**src/sv/voxel_neighbour_generator_macros.svh**
```systemverilog
`ifndef VOXEL_NEIGHBOUR_GENERATOR_MACROS_SVH
`define VOXEL_NEIGHBOUR_GENERATOR_MACROS_SVH

// Assertion helpers; every module that uses them has clk and arst_n.

// cond must never hold outside reset
`define VNG_ASSERT_NEVER(lbl, cond, msg) \
	lbl: assert property (@(posedge clk) disable iff (!arst_n) !(cond)) else $error(msg);

// ante implies cons in the same cycle
`define VNG_ASSERT_IMPL(lbl, ante, cons, msg) \
	lbl: assert property (@(posedge clk) disable iff (!arst_n) (ante) |-> (cons)) \
		else $error(msg);

// ante implies cons in the following cycle
`define VNG_ASSERT_NEXT(lbl, ante, cons, msg) \
	lbl: assert property (@(posedge clk) disable iff (!arst_n) (ante) |=> (cons)) \
		else $error(msg);

`endif

```
**src/sv/vng_pkg.sv**
```systemverilog
package vng_pkg;

	localparam int NUM_OFS      = 26;
	localparam int NUM_FACES    = 6;
	localparam int SIZE_BITS    = 11;
	localparam int CFG_IDX_BITS = 2;
	localparam int OFS_IDX_BITS = $clog2(NUM_OFS);
	localparam int QUEUE_DEPTH  = 2;

	localparam logic [SIZE_BITS-1:0] SIZE_RESET = 11'd1024;

	typedef enum logic [CFG_IDX_BITS-1:0] {
		CFG_SIZE_X     = 2'd0,
		CFG_SIZE_Y     = 2'd1,
		CFG_SIZE_Z     = 2'd2,
		CFG_FACES_ONLY = 2'd3
	} cfg_idx_t;

	// per-axis step: 2'b01 = +1, 2'b11 = -1, 2'b00 = stay
	typedef logic [1:0] step_t;

	localparam step_t STEP_ZERO = 2'b00;
	localparam step_t STEP_INC  = 2'b01;
	localparam step_t STEP_DEC  = 2'b11;

	typedef struct packed {
		step_t dx;
		step_t dy;
		step_t dz;
	} ofs_t;

	// faces, then edges, then corners
	localparam ofs_t OFS_TABLE [NUM_OFS] = '{
		'{STEP_INC,  STEP_ZERO, STEP_ZERO}, '{STEP_DEC,  STEP_ZERO, STEP_ZERO},
		'{STEP_ZERO, STEP_INC,  STEP_ZERO}, '{STEP_ZERO, STEP_DEC,  STEP_ZERO},
		'{STEP_ZERO, STEP_ZERO, STEP_INC }, '{STEP_ZERO, STEP_ZERO, STEP_DEC },
		'{STEP_INC,  STEP_INC,  STEP_ZERO}, '{STEP_DEC,  STEP_INC,  STEP_ZERO},
		'{STEP_INC,  STEP_DEC,  STEP_ZERO}, '{STEP_DEC,  STEP_DEC,  STEP_ZERO},
		'{STEP_ZERO, STEP_INC,  STEP_INC }, '{STEP_ZERO, STEP_INC,  STEP_DEC },
		'{STEP_ZERO, STEP_DEC,  STEP_INC }, '{STEP_ZERO, STEP_DEC,  STEP_DEC },
		'{STEP_INC,  STEP_ZERO, STEP_INC }, '{STEP_INC,  STEP_ZERO, STEP_DEC },
		'{STEP_DEC,  STEP_ZERO, STEP_INC }, '{STEP_DEC,  STEP_ZERO, STEP_DEC },
		'{STEP_INC,  STEP_INC,  STEP_INC }, '{STEP_DEC,  STEP_DEC,  STEP_DEC },
		'{STEP_INC,  STEP_INC,  STEP_DEC }, '{STEP_INC,  STEP_DEC,  STEP_INC },
		'{STEP_DEC,  STEP_INC,  STEP_INC }, '{STEP_INC,  STEP_DEC,  STEP_DEC },
		'{STEP_DEC,  STEP_DEC,  STEP_INC }, '{STEP_DEC,  STEP_INC,  STEP_DEC }
	};

	// which moves along one axis stay inside the grid
	typedef struct packed {
		logic dec_ok;
		logic stay_ok;
		logic inc_ok;
	} axis_ok_t;

endpackage

```
**src/sv/vng_voxel_if.sv**
```systemverilog
interface vng_voxel_if #(
	parameter int COORD_BITS = 10
);
	logic                  valid;
	logic                  ready;
	logic [COORD_BITS-1:0] voxel_x;
	logic [COORD_BITS-1:0] voxel_y;
	logic [COORD_BITS-1:0] voxel_z;

	modport source (output valid, voxel_x, voxel_y, voxel_z, input ready);
	modport sink   (input valid, voxel_x, voxel_y, voxel_z, output ready);
endinterface

```
**src/sv/vng_neighbour_if.sv**
```systemverilog
interface vng_neighbour_if #(
	parameter int COORD_BITS = 10
);
	logic                  valid;
	logic                  ready;
	logic [COORD_BITS-1:0] neighbour_x;
	logic [COORD_BITS-1:0] neighbour_y;
	logic [COORD_BITS-1:0] neighbour_z;
	logic                  last_neighbour;

	modport source (output valid, neighbour_x, neighbour_y, neighbour_z, last_neighbour,
		input ready);
	modport sink   (input valid, neighbour_x, neighbour_y, neighbour_z, last_neighbour,
		output ready);
endinterface

```
**src/sv/vng_front.sv**
```systemverilog
module vng_front #(
	parameter int COORD_BITS = 10
) (
	input  logic                                   clk,
	input  logic                                   arst_n,
	input  logic                                   cfg_we,
	input  logic [vng_pkg::CFG_IDX_BITS-1:0]       cfg_index,
	input  logic [vng_pkg::SIZE_BITS-1:0]          cfg_data,
	vng_voxel_if.sink                              vox_in,
	input  logic                                   q_full,
	output logic                                   push,
	output logic [COORD_BITS-1:0]                  push_x,
	output logic [COORD_BITS-1:0]                  push_y,
	output logic [COORD_BITS-1:0]                  push_z,
	output logic [vng_pkg::NUM_OFS-1:0]            push_mask
);

	localparam int CMP_W = (COORD_BITS + 1 > vng_pkg::SIZE_BITS) ?
		COORD_BITS + 1 : vng_pkg::SIZE_BITS;

	logic [vng_pkg::SIZE_BITS-1:0] size_x_q;
	logic [vng_pkg::SIZE_BITS-1:0] size_y_q;
	logic [vng_pkg::SIZE_BITS-1:0] size_z_q;
	logic                          faces_only_q;

	vng_pkg::axis_ok_t ok_x;
	vng_pkg::axis_ok_t ok_y;
	vng_pkg::axis_ok_t ok_z;

	function automatic vng_pkg::axis_ok_t classify(
		input logic [COORD_BITS-1:0]         c,
		input logic [vng_pkg::SIZE_BITS-1:0] size
	);
		logic [CMP_W-1:0]  cw;
		logic [CMP_W-1:0]  sw;
		vng_pkg::axis_ok_t r;
		cw = CMP_W'(c);
		sw = CMP_W'(size);
		r.stay_ok = cw < sw;
		// c-1 < size  <=>  c <= size
		r.dec_ok  = (c != '0) && (cw <= sw);
		// c+1 must also fit the coordinate field
		r.inc_ok  = (c != '1) && ((cw + CMP_W'(1)) < sw);
		return r;
	endfunction

	function automatic logic pick(input vng_pkg::axis_ok_t a, input vng_pkg::step_t d);
		logic r;
		case (d)
			vng_pkg::STEP_INC: r = a.inc_ok;
			vng_pkg::STEP_DEC: r = a.dec_ok;
			default:           r = a.stay_ok;
		endcase
		return r;
	endfunction

	always_ff @(posedge clk or negedge arst_n) begin
		if (!arst_n) begin
			size_x_q     <= vng_pkg::SIZE_RESET;
			size_y_q     <= vng_pkg::SIZE_RESET;
			size_z_q     <= vng_pkg::SIZE_RESET;
			faces_only_q <= 1'b0;
		end else if (cfg_we) begin
			case (vng_pkg::cfg_idx_t'(cfg_index))
				vng_pkg::CFG_SIZE_X:     size_x_q     <= cfg_data;
				vng_pkg::CFG_SIZE_Y:     size_y_q     <= cfg_data;
				vng_pkg::CFG_SIZE_Z:     size_z_q     <= cfg_data;
				vng_pkg::CFG_FACES_ONLY: faces_only_q <= cfg_data[0];
				default: ;
			endcase
		end
	end

	assign ok_x = classify(vox_in.voxel_x, size_x_q);
	assign ok_y = classify(vox_in.voxel_y, size_y_q);
	assign ok_z = classify(vox_in.voxel_z, size_z_q);

	always_comb begin
		for (int n = 0; n < vng_pkg::NUM_OFS; n++) begin
			push_mask[n] = pick(ok_x, vng_pkg::OFS_TABLE[n].dx) &&
				pick(ok_y, vng_pkg::OFS_TABLE[n].dy) &&
				pick(ok_z, vng_pkg::OFS_TABLE[n].dz) &&
				(!faces_only_q || (n < vng_pkg::NUM_FACES));
		end
	end

	assign vox_in.ready = !q_full;
	assign push         = vox_in.valid && !q_full;
	assign push_x       = vox_in.voxel_x;
	assign push_y       = vox_in.voxel_y;
	assign push_z       = vox_in.voxel_z;

endmodule

```
**src/sv/vng_queue.sv**
```systemverilog
module vng_queue #(
	parameter int WIDTH = 56,
	parameter int DEPTH = 2
) (
	input  logic             clk,
	input  logic             arst_n,
	input  logic             push,
	input  logic [WIDTH-1:0] push_data,
	output logic             full,
	input  logic             pop,
	output logic [WIDTH-1:0] pop_data,
	output logic             empty
);

	localparam int PTR_W = (DEPTH > 1) ? $clog2(DEPTH) : 1;
	localparam int CNT_W = $clog2(DEPTH + 1);

	logic [WIDTH-1:0] store_q [DEPTH];
	logic [PTR_W-1:0] wr_ptr_q;
	logic [PTR_W-1:0] rd_ptr_q;
	logic [CNT_W-1:0] count_q;

	function automatic logic [PTR_W-1:0] bump(input logic [PTR_W-1:0] p);
		return (p == PTR_W'(DEPTH - 1)) ? '0 : p + PTR_W'(1);
	endfunction

	assign full     = count_q == CNT_W'(DEPTH);
	assign empty    = count_q == '0;
	assign pop_data = store_q[rd_ptr_q];

	always_ff @(posedge clk or negedge arst_n) begin
		if (!arst_n) begin
			wr_ptr_q <= '0;
			rd_ptr_q <= '0;
			count_q  <= '0;
		end else begin
			if (push)
				wr_ptr_q <= bump(wr_ptr_q);
			if (pop)
				rd_ptr_q <= bump(rd_ptr_q);
			if (push && !pop)
				count_q <= count_q + CNT_W'(1);
			else if (pop && !push)
				count_q <= count_q - CNT_W'(1);
		end
	end

	always_ff @(posedge clk) begin
		if (push)
			store_q[wr_ptr_q] <= push_data;
	end

endmodule

```
**src/sv/vng_back.sv**
```systemverilog
`include "voxel_neighbour_generator_macros.svh"

module vng_back #(
	parameter int COORD_BITS = 10
) (
	input  logic                        clk,
	input  logic                        arst_n,
	input  logic                        q_empty,
	input  logic [COORD_BITS-1:0]       q_x,
	input  logic [COORD_BITS-1:0]       q_y,
	input  logic [COORD_BITS-1:0]       q_z,
	input  logic [vng_pkg::NUM_OFS-1:0] q_mask,
	output logic                        q_pop,
	vng_neighbour_if.source             nbr_out
);

	logic                          cur_valid_q;
	logic [COORD_BITS-1:0]         cur_x_q;
	logic [COORD_BITS-1:0]         cur_y_q;
	logic [COORD_BITS-1:0]         cur_z_q;
	logic [vng_pkg::NUM_OFS-1:0]   rem_q;

	logic                          out_valid_q;
	logic [COORD_BITS-1:0]         out_x_q;
	logic [COORD_BITS-1:0]         out_y_q;
	logic [COORD_BITS-1:0]         out_z_q;
	logic                          out_last_q;

	logic                          out_adv;
	logic                          emit;
	logic                          finish;
	logic [vng_pkg::NUM_OFS-1:0]   sel;
	logic [vng_pkg::NUM_OFS-1:0]   rest;
	logic [vng_pkg::OFS_IDX_BITS-1:0] sel_idx;
	vng_pkg::ofs_t                 ofs;

	function automatic logic [COORD_BITS-1:0] step_coord(
		input logic [COORD_BITS-1:0] c,
		input vng_pkg::step_t        d
	);
		logic [COORD_BITS-1:0] r;
		case (d)
			vng_pkg::STEP_INC: r = c + COORD_BITS'(1);
			vng_pkg::STEP_DEC: r = c - COORD_BITS'(1);
			default:           r = c;
		endcase
		return r;
	endfunction

	// lowest pending offset goes out next
	assign sel  = rem_q & (~rem_q + vng_pkg::NUM_OFS'(1));
	assign rest = rem_q & ~sel;

	always_comb begin
		sel_idx = '0;
		for (int i = vng_pkg::NUM_OFS - 1; i >= 0; i--) begin
			if (rem_q[i])
				sel_idx = vng_pkg::OFS_IDX_BITS'(i);
		end
	end

	assign ofs     = vng_pkg::OFS_TABLE[sel_idx];
	assign out_adv = !out_valid_q || nbr_out.ready;
	assign emit    = cur_valid_q && out_adv;
	assign finish  = emit && (rest == '0);
	// items with no neighbour are dropped on load
	assign q_pop   = !q_empty && (!cur_valid_q || finish);

	always_ff @(posedge clk or negedge arst_n) begin
		if (!arst_n) begin
			cur_valid_q <= 1'b0;
			out_valid_q <= 1'b0;
		end else begin
			if (q_pop)
				cur_valid_q <= q_mask != '0;
			else if (finish)
				cur_valid_q <= 1'b0;
			if (out_adv)
				out_valid_q <= cur_valid_q;
		end
	end

	always_ff @(posedge clk) begin
		if (q_pop) begin
			cur_x_q <= q_x;
			cur_y_q <= q_y;
			cur_z_q <= q_z;
			rem_q   <= q_mask;
		end else if (emit) begin
			rem_q   <= rest;
		end
		if (emit) begin
			out_x_q    <= step_coord(cur_x_q, ofs.dx);
			out_y_q    <= step_coord(cur_y_q, ofs.dy);
			out_z_q    <= step_coord(cur_z_q, ofs.dz);
			out_last_q <= rest == '0;
		end
	end

	assign nbr_out.valid          = out_valid_q;
	assign nbr_out.neighbour_x    = out_x_q;
	assign nbr_out.neighbour_y    = out_y_q;
	assign nbr_out.neighbour_z    = out_z_q;
	assign nbr_out.last_neighbour = out_last_q;

	`VNG_ASSERT_NEVER(a_cur_has_work, cur_valid_q && (rem_q == '0), "active item with no neighbour left")
	`VNG_ASSERT_NEVER(a_pop_nonempty, q_pop && q_empty, "pop from empty queue")
	`VNG_ASSERT_IMPL(a_sel_single, cur_valid_q, $onehot(sel), "selection not one-hot")
	`VNG_ASSERT_NEXT(a_item_continues, emit && (rest != '0), cur_valid_q, "item dropped early")

endmodule

```
**src/sv/voxel_neighbour_generator.sv**
```systemverilog
// Channel   Direction  Carries
// vox_in    in         voxel_x, voxel_y, voxel_z (centre voxel)
// nbr_out   out        neighbour_x/y/z, last_neighbour (one in-grid neighbour per beat)
// cfg_*     in         grid_size_x/y/z, faces_only (write only)
//
// An input beat is accepted whenever the two-entry queue has room.
// The back end emits one neighbour per cycle unless nbr_out stalls: an item with
// k in-grid neighbours gives k beats, an item with none is dropped (nothing emitted).
// Results pass through an output register; a stalled nbr_out holds it and the
// queue fills, then vox_in.ready drops. Reset is asynchronous, active low.
module voxel_neighbour_generator #(
	parameter int COORD_BITS = 10
) (
	input  logic                              clk,
	input  logic                              arst_n,
	input  logic                              cfg_we,
	input  logic [vng_pkg::CFG_IDX_BITS-1:0]  cfg_index,
	input  logic [vng_pkg::SIZE_BITS-1:0]     cfg_data,
	vng_voxel_if.sink                         vox_in,
	vng_neighbour_if.source                   nbr_out
);

	localparam int ENTRY_W = 3 * COORD_BITS + vng_pkg::NUM_OFS;

	logic                        push;
	logic [COORD_BITS-1:0]       push_x;
	logic [COORD_BITS-1:0]       push_y;
	logic [COORD_BITS-1:0]       push_z;
	logic [vng_pkg::NUM_OFS-1:0] push_mask;
	logic                        q_full;
	logic                        q_empty;
	logic                        q_pop;
	logic [ENTRY_W-1:0]          q_data;
	logic [COORD_BITS-1:0]       q_x;
	logic [COORD_BITS-1:0]       q_y;
	logic [COORD_BITS-1:0]       q_z;
	logic [vng_pkg::NUM_OFS-1:0] q_mask;

	vng_front #(
		.COORD_BITS(COORD_BITS)
	) u_front (
		.clk       (clk),
		.arst_n    (arst_n),
		.cfg_we    (cfg_we),
		.cfg_index (cfg_index),
		.cfg_data  (cfg_data),
		.vox_in    (vox_in),
		.q_full    (q_full),
		.push      (push),
		.push_x    (push_x),
		.push_y    (push_y),
		.push_z    (push_z),
		.push_mask (push_mask)
	);

	vng_queue #(
		.WIDTH(ENTRY_W),
		.DEPTH(vng_pkg::QUEUE_DEPTH)
	) u_queue (
		.clk       (clk),
		.arst_n    (arst_n),
		.push      (push),
		.push_data ({push_x, push_y, push_z, push_mask}),
		.full      (q_full),
		.pop       (q_pop),
		.pop_data  (q_data),
		.empty     (q_empty)
	);

	assign {q_x, q_y, q_z, q_mask} = q_data;

	vng_back #(
		.COORD_BITS(COORD_BITS)
	) u_back (
		.clk     (clk),
		.arst_n  (arst_n),
		.q_empty (q_empty),
		.q_x     (q_x),
		.q_y     (q_y),
		.q_z     (q_z),
		.q_mask  (q_mask),
		.q_pop   (q_pop),
		.nbr_out (nbr_out)
	);

endmodule
```
**src/flat_wrapper.sv**
```systemverilog
// flat-port wrapper written by rule: the top's interface ports become plain ports
module voxel_neighbour_generator_flat 
#(
	parameter int COORD_BITS = 10
)
  (clk, arst_n, cfg_we, cfg_index, cfg_data, vox_in_valid, vox_in_voxel_x, vox_in_voxel_y, vox_in_voxel_z, vox_in_ready, nbr_out_valid, nbr_out_neighbour_x, nbr_out_neighbour_y, nbr_out_neighbour_z, nbr_out_last_neighbour, nbr_out_ready);
  vng_voxel_if #(.COORD_BITS(COORD_BITS)) vox_in_i ();
  vng_neighbour_if #(.COORD_BITS(COORD_BITS)) nbr_out_i ();
  input  logic clk;
  input  logic arst_n;
  input  logic cfg_we;
  input  logic [vng_pkg::CFG_IDX_BITS-1:0] cfg_index;
  input  logic [vng_pkg::SIZE_BITS-1:0] cfg_data;
  input wire logic [$bits(vox_in_i.valid)-1:0] vox_in_valid;
  input wire logic [$bits(vox_in_i.voxel_x)-1:0] vox_in_voxel_x;
  input wire logic [$bits(vox_in_i.voxel_y)-1:0] vox_in_voxel_y;
  input wire logic [$bits(vox_in_i.voxel_z)-1:0] vox_in_voxel_z;
  output wire logic [$bits(vox_in_i.ready)-1:0] vox_in_ready;
  output wire logic [$bits(nbr_out_i.valid)-1:0] nbr_out_valid;
  output wire logic [$bits(nbr_out_i.neighbour_x)-1:0] nbr_out_neighbour_x;
  output wire logic [$bits(nbr_out_i.neighbour_y)-1:0] nbr_out_neighbour_y;
  output wire logic [$bits(nbr_out_i.neighbour_z)-1:0] nbr_out_neighbour_z;
  output wire logic [$bits(nbr_out_i.last_neighbour)-1:0] nbr_out_last_neighbour;
  input wire logic [$bits(nbr_out_i.ready)-1:0] nbr_out_ready;
  assign vox_in_i.valid = vox_in_valid;
  assign vox_in_i.voxel_x = vox_in_voxel_x;
  assign vox_in_i.voxel_y = vox_in_voxel_y;
  assign vox_in_i.voxel_z = vox_in_voxel_z;
  assign vox_in_ready = vox_in_i.ready;
  assign nbr_out_valid = nbr_out_i.valid;
  assign nbr_out_neighbour_x = nbr_out_i.neighbour_x;
  assign nbr_out_neighbour_y = nbr_out_i.neighbour_y;
  assign nbr_out_neighbour_z = nbr_out_i.neighbour_z;
  assign nbr_out_last_neighbour = nbr_out_i.last_neighbour;
  assign nbr_out_i.ready = nbr_out_ready;
  voxel_neighbour_generator #(.COORD_BITS(COORD_BITS)) u_core (.clk(clk), .arst_n(arst_n), .cfg_we(cfg_we), .cfg_index(cfg_index), .cfg_data(cfg_data), .vox_in(vox_in_i), .nbr_out(nbr_out_i));
endmodule
```
**config.mk**
```make
export PLATFORM = sky130hd
export DESIGN_NAME = voxel_neighbour_generator_flat
export DESIGN_NICKNAME = d
export VERILOG_FILES = /design/src/sv/vng_pkg.sv /design/src/sv/vng_voxel_if.sv /design/src/sv/vng_neighbour_if.sv /design/src/sv/vng_front.sv /design/src/sv/vng_queue.sv /design/src/sv/vng_back.sv /design/src/sv/voxel_neighbour_generator.sv /design/src/flat_wrapper.sv
export VERILOG_INCLUDE_DIRS = /design/src /design/src/sv
export SDC_FILE = /design/constraint.sdc
export NUM_CORES = 1
export LEC_CHECK = 0
export ABC_AREA = 1
export BUFFER_PORTS_ARGS = -buffer_cell sky130_fd_sc_hd__buf_2
export CORE_ASPECT_RATIO = 1.5
export CORE_MARGIN = 5
export CORE_UTILIZATION = 50
export CTS_BUF_LIST = sky130_fd_sc_hd__clkbuf_8
export CTS_CLUSTER_DIAMETER = 60
export DETAILED_ROUTE_END_ITERATION = 16
export PLACE_DENSITY = 0.82
export SYNTH_ARGS = -nofsm -noshare
export SYNTH_HDL_FRONTEND = slang
export SYNTH_HIERARCHICAL = 1
export SYNTH_SLANG_ARGS = --single-unit
```
**constraint.sdc**
```tcl
create_clock -name clk -period 4.1 [get_ports clk]
set_input_delay 0 -clock clk [delete_from_list [all_inputs] [get_ports clk]]
set_output_delay 0 -clock clk [all_outputs]
set_load 0.03 [all_outputs]
```
After elaboration in Yosys (flattened, before gate mapping)
Memories as Yosys holds them, arrays and structs flattened.
Index checks and enable logic that the tools add are counted.
Operators by class
  $add $sub $neg: 14
  $lt $le $gt $ge: 10
  equality and inequality tests: 13
  multiplexer cells: 41
  bitwise operators: 5
  reductions and logical operators: 90
Operator list (count)
  $mux W5: 26
  $logic_and A1 B1 Y1: 67
  $pmux W10 S2: 3
  $and A26 B26 Y26: 2
  $mux W26: 2
  $not A26 Y26: 2
  $add A10 B1 Y11 const B: 3
  $le A10 B11 Y1: 3
  $lt A10 B11 Y1: 3
  $lt A11 B11 Y1: 3
  $add A10 B1 Y10 const B: 3
  $ne A10 B10 Y1 const B: 3
  $reduce_bool A10 Y1: 3
  $sub A10 B1 Y10 const B: 3
  $add A26 B1 Y26 const B: 1
  $logic_not A26 Y1: 1
  $reduce_bool A26 Y1: 1
  $eq A2 B2 Y1 const B: 6
  $mux W6: 2
  $eq A2 B1 Y1 const B: 4
  $reduce_and A2 Y1: 4
  $logic_not A1 Y1: 7
  $ge A6 B6 Y1 const B: 1
  $mux W1: 6
  other kinds (8): 14
Storage, ports and cells
  bits in registers: 127
  RAM bits: 112
  bits in read-only memories: 192
  input port bits: 48
  output and inout bits: 33
  logic and storage cells: 192
  memories: 2
Memory list
  (no name shown): words 32, bits a word 6, rd ports 1, clocked after Yosys merged registers in 0, wr ports 0, line vng_back.sv:62  | assign ofs = vng_pkg::OFS_TABLE[sel_idx];
  u_core.u_queue.store_q: words 2, bits a word 56, rd ports 1, clocked after Yosys merged registers in 0, wr ports 1, line vng_queue.sv:18  | logic [WIDTH-1:0] store_q [DEPTH];

Logic depth before layout (Yosys ltp)
  depth after elaboration: 32
  gate-level depth with buffers: 51
  gate-level depth less buffers: 51

Hierarchy
The synthesis kept the hierarchy.
Modules (own cells, without submodules)
  vng_back: instances 1, cells an instance 569, area an instance 5247.5 sq um, sequential area each 2662.6 sq um
  vng_queue: instances 1, cells an instance 199, area an instance 4367.9 sq um, sequential area each 3463.3 sq um
  vng_front: instances 1, cells an instance 560, area an instance 3923.8 sq um, sequential area each 854.6 sq um

Worst setup path after synthesis
OpenSTA, ideal clock, no wires.
  path type: register to register
  start: reg u_core/u_back/rem_q[24] in the netlist's numbering
  end: reg u_core.u_back.out_z_q[9] (netlist: u_core/u_back/nbr_out.neighbour_z[9]) (data pin)
  library setup time: 0.253 ns
  arrival time: 4.279 ns
  required time: 3.847 ns
  path slack: -0.432 ns
  cell stages (with the launch flop): 52
  path buffers: 0
  period minus slack after synthesis: 4.532 ns
  path through: edfxtp_1 inv_1 nand2_1 nand2_1 nand2_1 nand2_1 nand2_1 nand2_1 nand2_1 nand2_1 nand2_1 nand2_1 nand2_1 nand2_1 nand2_1 nand2_1 nand2_1 nand2_1 [... 16 more ...] a21oi_1 ha_1 a21oi_1 o21ai_0 a21oi_1 nor2_1 nor2_1 inv_1 a21oi_1 nor2_1 nor2_1 nor2_1 nor2_1 inv_1 nand3_1 nand3_1 nand2_1 nand2_1
Between the ends
  word-level cells in the longest chain between the ends: 31
  elaborated cells on any way between the ends: 32
  classes of those cells: eq/ne (2); mux (28); bitwise (1); memory (1)
Ends and longest elaborated chain
  start, declared: line vng_back.sv:21  | logic [vng_pkg::NUM_OFS-1:0] rem_q;
  start signal, assigned: line vng_back.sv:88  | rem_q <= q_mask;
  start signal, assigned: line vng_back.sv:90  | rem_q <= rest;
  $mux W5 (*) (25 in a row): line vng_back.sv:57  | if (rem_q[i])
  $not A5 Y6 (implied by the code) (*): line vng_back.sv:62
  $mem_v2 Z32 W6 (*)
  $mux W6 (implied by the code) (*) (2 in a row): line vng_back.sv:62
  $eq A2 B2 Y1 or $eq A2 B1 Y1 (tied branches): line vng_back.sv:42  | case (d)
  $pmux W10 S2 (*): line vng_back.sv:42
  end signal, assigned: line vng_back.sv:95  | out_z_q <= step_coord(cur_z_q, ofs.dz);
  end, declared: line vng_back.sv:26  | logic [COORD_BITS-1:0] out_z_q;
Mark *: on every way between the ends. The rest lies on a longest branch, timed or not. The select of a mux whose other input is x is not followed.
A chain may end at the register's enable or synchronous reset.

Final worst setup path
  start: reg u_core/u_back/rem_q[23] in the netlist's numbering
  end: reg u_core.u_back.out_x_q[9] (netlist: u_core/u_back/nbr_out.neighbour_x[9]) (data pin)
Between the ends
  word-level cells in the longest chain between the ends: 30
  elaborated cells on any way between the ends: 31
  classes of those cells: eq/ne (2); mux (27); bitwise (1); memory (1)
Ends and longest elaborated chain
  $mux W5 (*) (24 in a row): line vng_back.sv:57
  $not A5 Y6 (implied by the code) (*): line vng_back.sv:62
  $mem_v2 Z32 W6 (*)
  $mux W6 (implied by the code) (*) (2 in a row): line vng_back.sv:62
  $eq A2 B2 Y1 or $eq A2 B1 Y1 (tied branches): line vng_back.sv:42
  $pmux W10 S2 (*): line vng_back.sv:42
  end signal, assigned: line vng_back.sv:93  | out_x_q <= step_coord(cur_x_q, ofs.dx);
  end, declared: line vng_back.sv:24  | logic [COORD_BITS-1:0] out_x_q;
Marks and branches as above.

==> out/results.tsv <==
stage	metric	value	unit
place	dp_hpwl	21.3	mm
grt	grt_pass1_wl	49.3	mm
die	fp.dieH	212	um
final_layout	design_area	16500	um2
synth	synthArstFlopShare	16.7	%
final_layout	n_antenna_cell	0	
setup_path	r2r_slack	-560	ps
timing	worstMarginPinSlew	971	ps
drt	drcViolationCount	0	
place	postPlaceCellArea	14700	um2
place	io_buffers	80	
synth	synthTopCellsByCount	nand2_1 (272), edfxtp_1 (199), inv_1 (170)	
place	gp_congestion	0.894	
clocking	h-tree-depth	2	
job	drv_cap	0	
final_layout	final_nets	1696	
synth	yosys_warnings	6	
pwr	total_power	7.05	mW
timing	hold_viol	0	
die	coreArea	26600	um2
clocking	path_clk_slew	60	ps
hold_path	min_path_type	in -> async	
synth	postSynthCellCount	1328	
synth	synth_top_cell_by_area	edfxtp_1	
synth	ys_types	53	
timing	finalMaxSlewViolations	0	
timing	rsz0062_at_grt	true	
clocking	root_buffer	clkbuf_8	
clocking	numCtsBuffers	36	
synth	synth_enable_flop_cells	199	
setup_path	crit_top_cell	nand2_1	
run_status	violations	negative setup slack	
pwr	cellPowerDensity	429	nW/um2
grt	grt_usage	20.1	%
pwr	ir_drop	0.000301	V
timing	setup_slack	-563	ps
setup_path	endpoint_kind	flip-flop	
setup_path	critical_path_required	4390	ps
setup_path	critPathLaunchType	flip-flop	
timing	period_share	114	%
clocking	clock_path_buffers	3	
setup_path	critPathKind	reg -> reg	
setup_path	arrival	4960	ps
timing	clock-skew-final	28.2	ps
synth	avgSynthCellArea	10.2	um2
die	die_w	144	um
die	start_util	50.9	%
clocking	cts_tree	yes	
synth	synth-seq-area-share	51.6	%
timing	min_period	4660	ps
timing	slew_headroom	35.3	%
synth	synth_top_area_share	44.1	%
run_status	outcome	finished, violations left	
pwr	leakagePower	7.33	nW
grt	grt_max_degree	68	
drt	wl	31.3	mm
synth	syn_area	13500	um2
die	rows	73	
synth	yosysMostFrequentCell	nand2_1	
drt	vias_per_cell	5.43	
timing	finalSetupViolCount	14	
drt	vias	10361	
synth	syn_nets	1479	
setup_path	max_stage_delay	390	ps
synth	synthTopCellsByArea	edfxtp_1 (44%), ha_1 (9.2%), nand2_1 (7.5%), dfrtp_1 (6.8%), inv_1 (4.7%)	
drt	first_iter_violations	750	
drt	routedWlPerCell	16.4	um
place	pre_cts_ws	-491	ps
clocking	clk_latency	550	ps
final_layout	drive_above_1_share	26.4	%
final_layout	n_fill_cell	1923	
grt	grt_pass1_vias	10655	
final_layout	areaGrowthSynthToFinish	21.6	%
die	dieArea	30500	um2
grt	grt_overflow_total	0	
setup_path	cp_max_fo	5	
synth	yosys_most_used_dff	edfxtp_1	
clocking	clkSinkCount	239	
synth	synth-seq-cells	239	
die	ios	81	
drt	ant_nets	0	
drt	first_pass_iters	5	
setup_path	critical_path.slowest_cell	edfxtp_1	
grt	antenna_found_initial	0	
timing	timing.fmax	214	MHz
==> area by class of cell <==
type	instances	area, um2	share of cell area, %
repair buffers	228	1690	10.3
flip-flops and latches	239	6980	42.4
clock buffers	38	523	3.18
clock inverters	25	143	0.867
multi-input cells	861	6010	36.5
inverters	179	684	4.16
well taps	337	422	2.56
==> per-layer routing <==
layer,part of all wire (%),up-vias,GRT usage [%],wire (um)
li1,-,4908,-,-
met1,36,4893,21.5,11200
met2,53,421,36.4,16500
met3,5.4,139,3.39,1700
met4,5.9,0,12.1,1850
met5,0,-,0,0
==> kinds of logic (layout without fill, tap and decap cells) <==
group	Yosys count	in the layout	share of synthesized area (%)
simple gates	481	481	15.6
flops	239	239	51.6
buf+inv	228	470	7.61
compound gates	172	172	6.88
fa+ha+maj	103	103	9.68
mux	59	59	5.74
xor+xnor	46	46	2.98
==> power breakdown <==
part,internal [mW],switching (mW)
clock network,0.931,0.905
registers,3.19,0.153
logic,0.708,1.17
==> through the flow <==
stage	hold WS (ps)	util (%)	TNS, ps	cells
after global routing	248	61.9	-8700	1907
final	152	61.9	-3310	1907
after CTS	166	61.1	-2080	1907
after global placement	201	55.2	-1160	1765
after floorplan	-296	-	-106	1328
after detailed placement	213	55.2	-2020	1765
==> cell usage in the layout, fill, tap and decap left out, drive strengths merged <==
master       instances
clkbuf              38
a31oi                2
nor3                11
o21a                 1
a21boi               2
fa                   3
dlygate4sd3         47
mux2                59
ha                 100
clkinvlp             1
bufinv               1
a211o                1
o21bai               2
nand3b               1
a21o                 4
o211ai               1
nand3               39
a221o                1
o31ai                5
clkinv              16
nand4               23
nor2               115
and2                 1
xor2                31
nor4                12
nand2              277
a21oi               67
inv                186
buf                181
dfrtp               37
xnor2               15
or2                  1
o41ai                1
or3                  1
o21ai               85
edfxtp             199
dfstp                3
==> path summary, 6_finish.rpt <==
kind                                            start                                    to  cells after the start
setup / recovery              u_core/u_back/rem_q[23]  u_core/u_back/nbr_out.neighbour_x[9]                     44
hold / removal                                 arst_n            u_core/u_front/size_x_q[9]                      2
setup reg to reg              u_core/u_back/rem_q[23]  u_core/u_back/nbr_out.neighbour_x[9]                     44
hold reg to reg            u_core/u_front/size_x_q[8]            u_core/u_front/size_x_q[8]                      2
max in group asynchronous                      arst_n               u_core/u_queue/rd_ptr_q                      2
min in group clk                               cfg_we           u_core/u_front/size_y_q[10]                      3
==> flip-flops by register name (all words and copies together) (netlist names) <==
name and flops:
u_core/u_back/nbr_out.neighbour_x 10, u_core/u_back/cur_z_q 10, u_core/u_back/nbr_out.neighbour_y 10, u_core/u_back/nbr_out.last_neighbour 1
u_core/u_front/size_x_q 11, u_core/u_queue/store_q 112, u_core/u_back/cur_y_q 10, u_core/u_back/cur_x_q 10
u_core/u_queue/wr_ptr_q 1, u_core/u_front/size_y_q 11, u_core/u_front/faces_only_q 1, u_core/u_back/cur_valid_q 1
u_core/u_queue/count_q 2, u_core/u_queue/rd_ptr_q 1, u_core/u_back/rem_q 26, u_core/u_back/nbr_out.neighbour_z 10
u_core/u_front/size_z_q 11, u_core/u_back/nbr_out.valid 1
==> worst max-delay path, delay by kind of cell (launching register included) <==
kind / cells / cell delay, ps
buffers and inverters: 4 / 410
adder cells (fa/ha/maj): 2 / 410
XOR/XNOR: 1 / 110
flip-flops: 1 / 390
AND/OR/NAND/NOR: 27 / 1620
AO/OA/AOI/OAI: 10 / 1510
==> what timing repair did <==
action	CTS	global route
hold buffers	47	0
buffers inserted	32	14
pin swaps	49	76
resized for setup	53	50
endpoints found under the hold margin	134	0
setup endpoints to repair	9	102
Note: power is estimated with default switching activity, not from simulation.
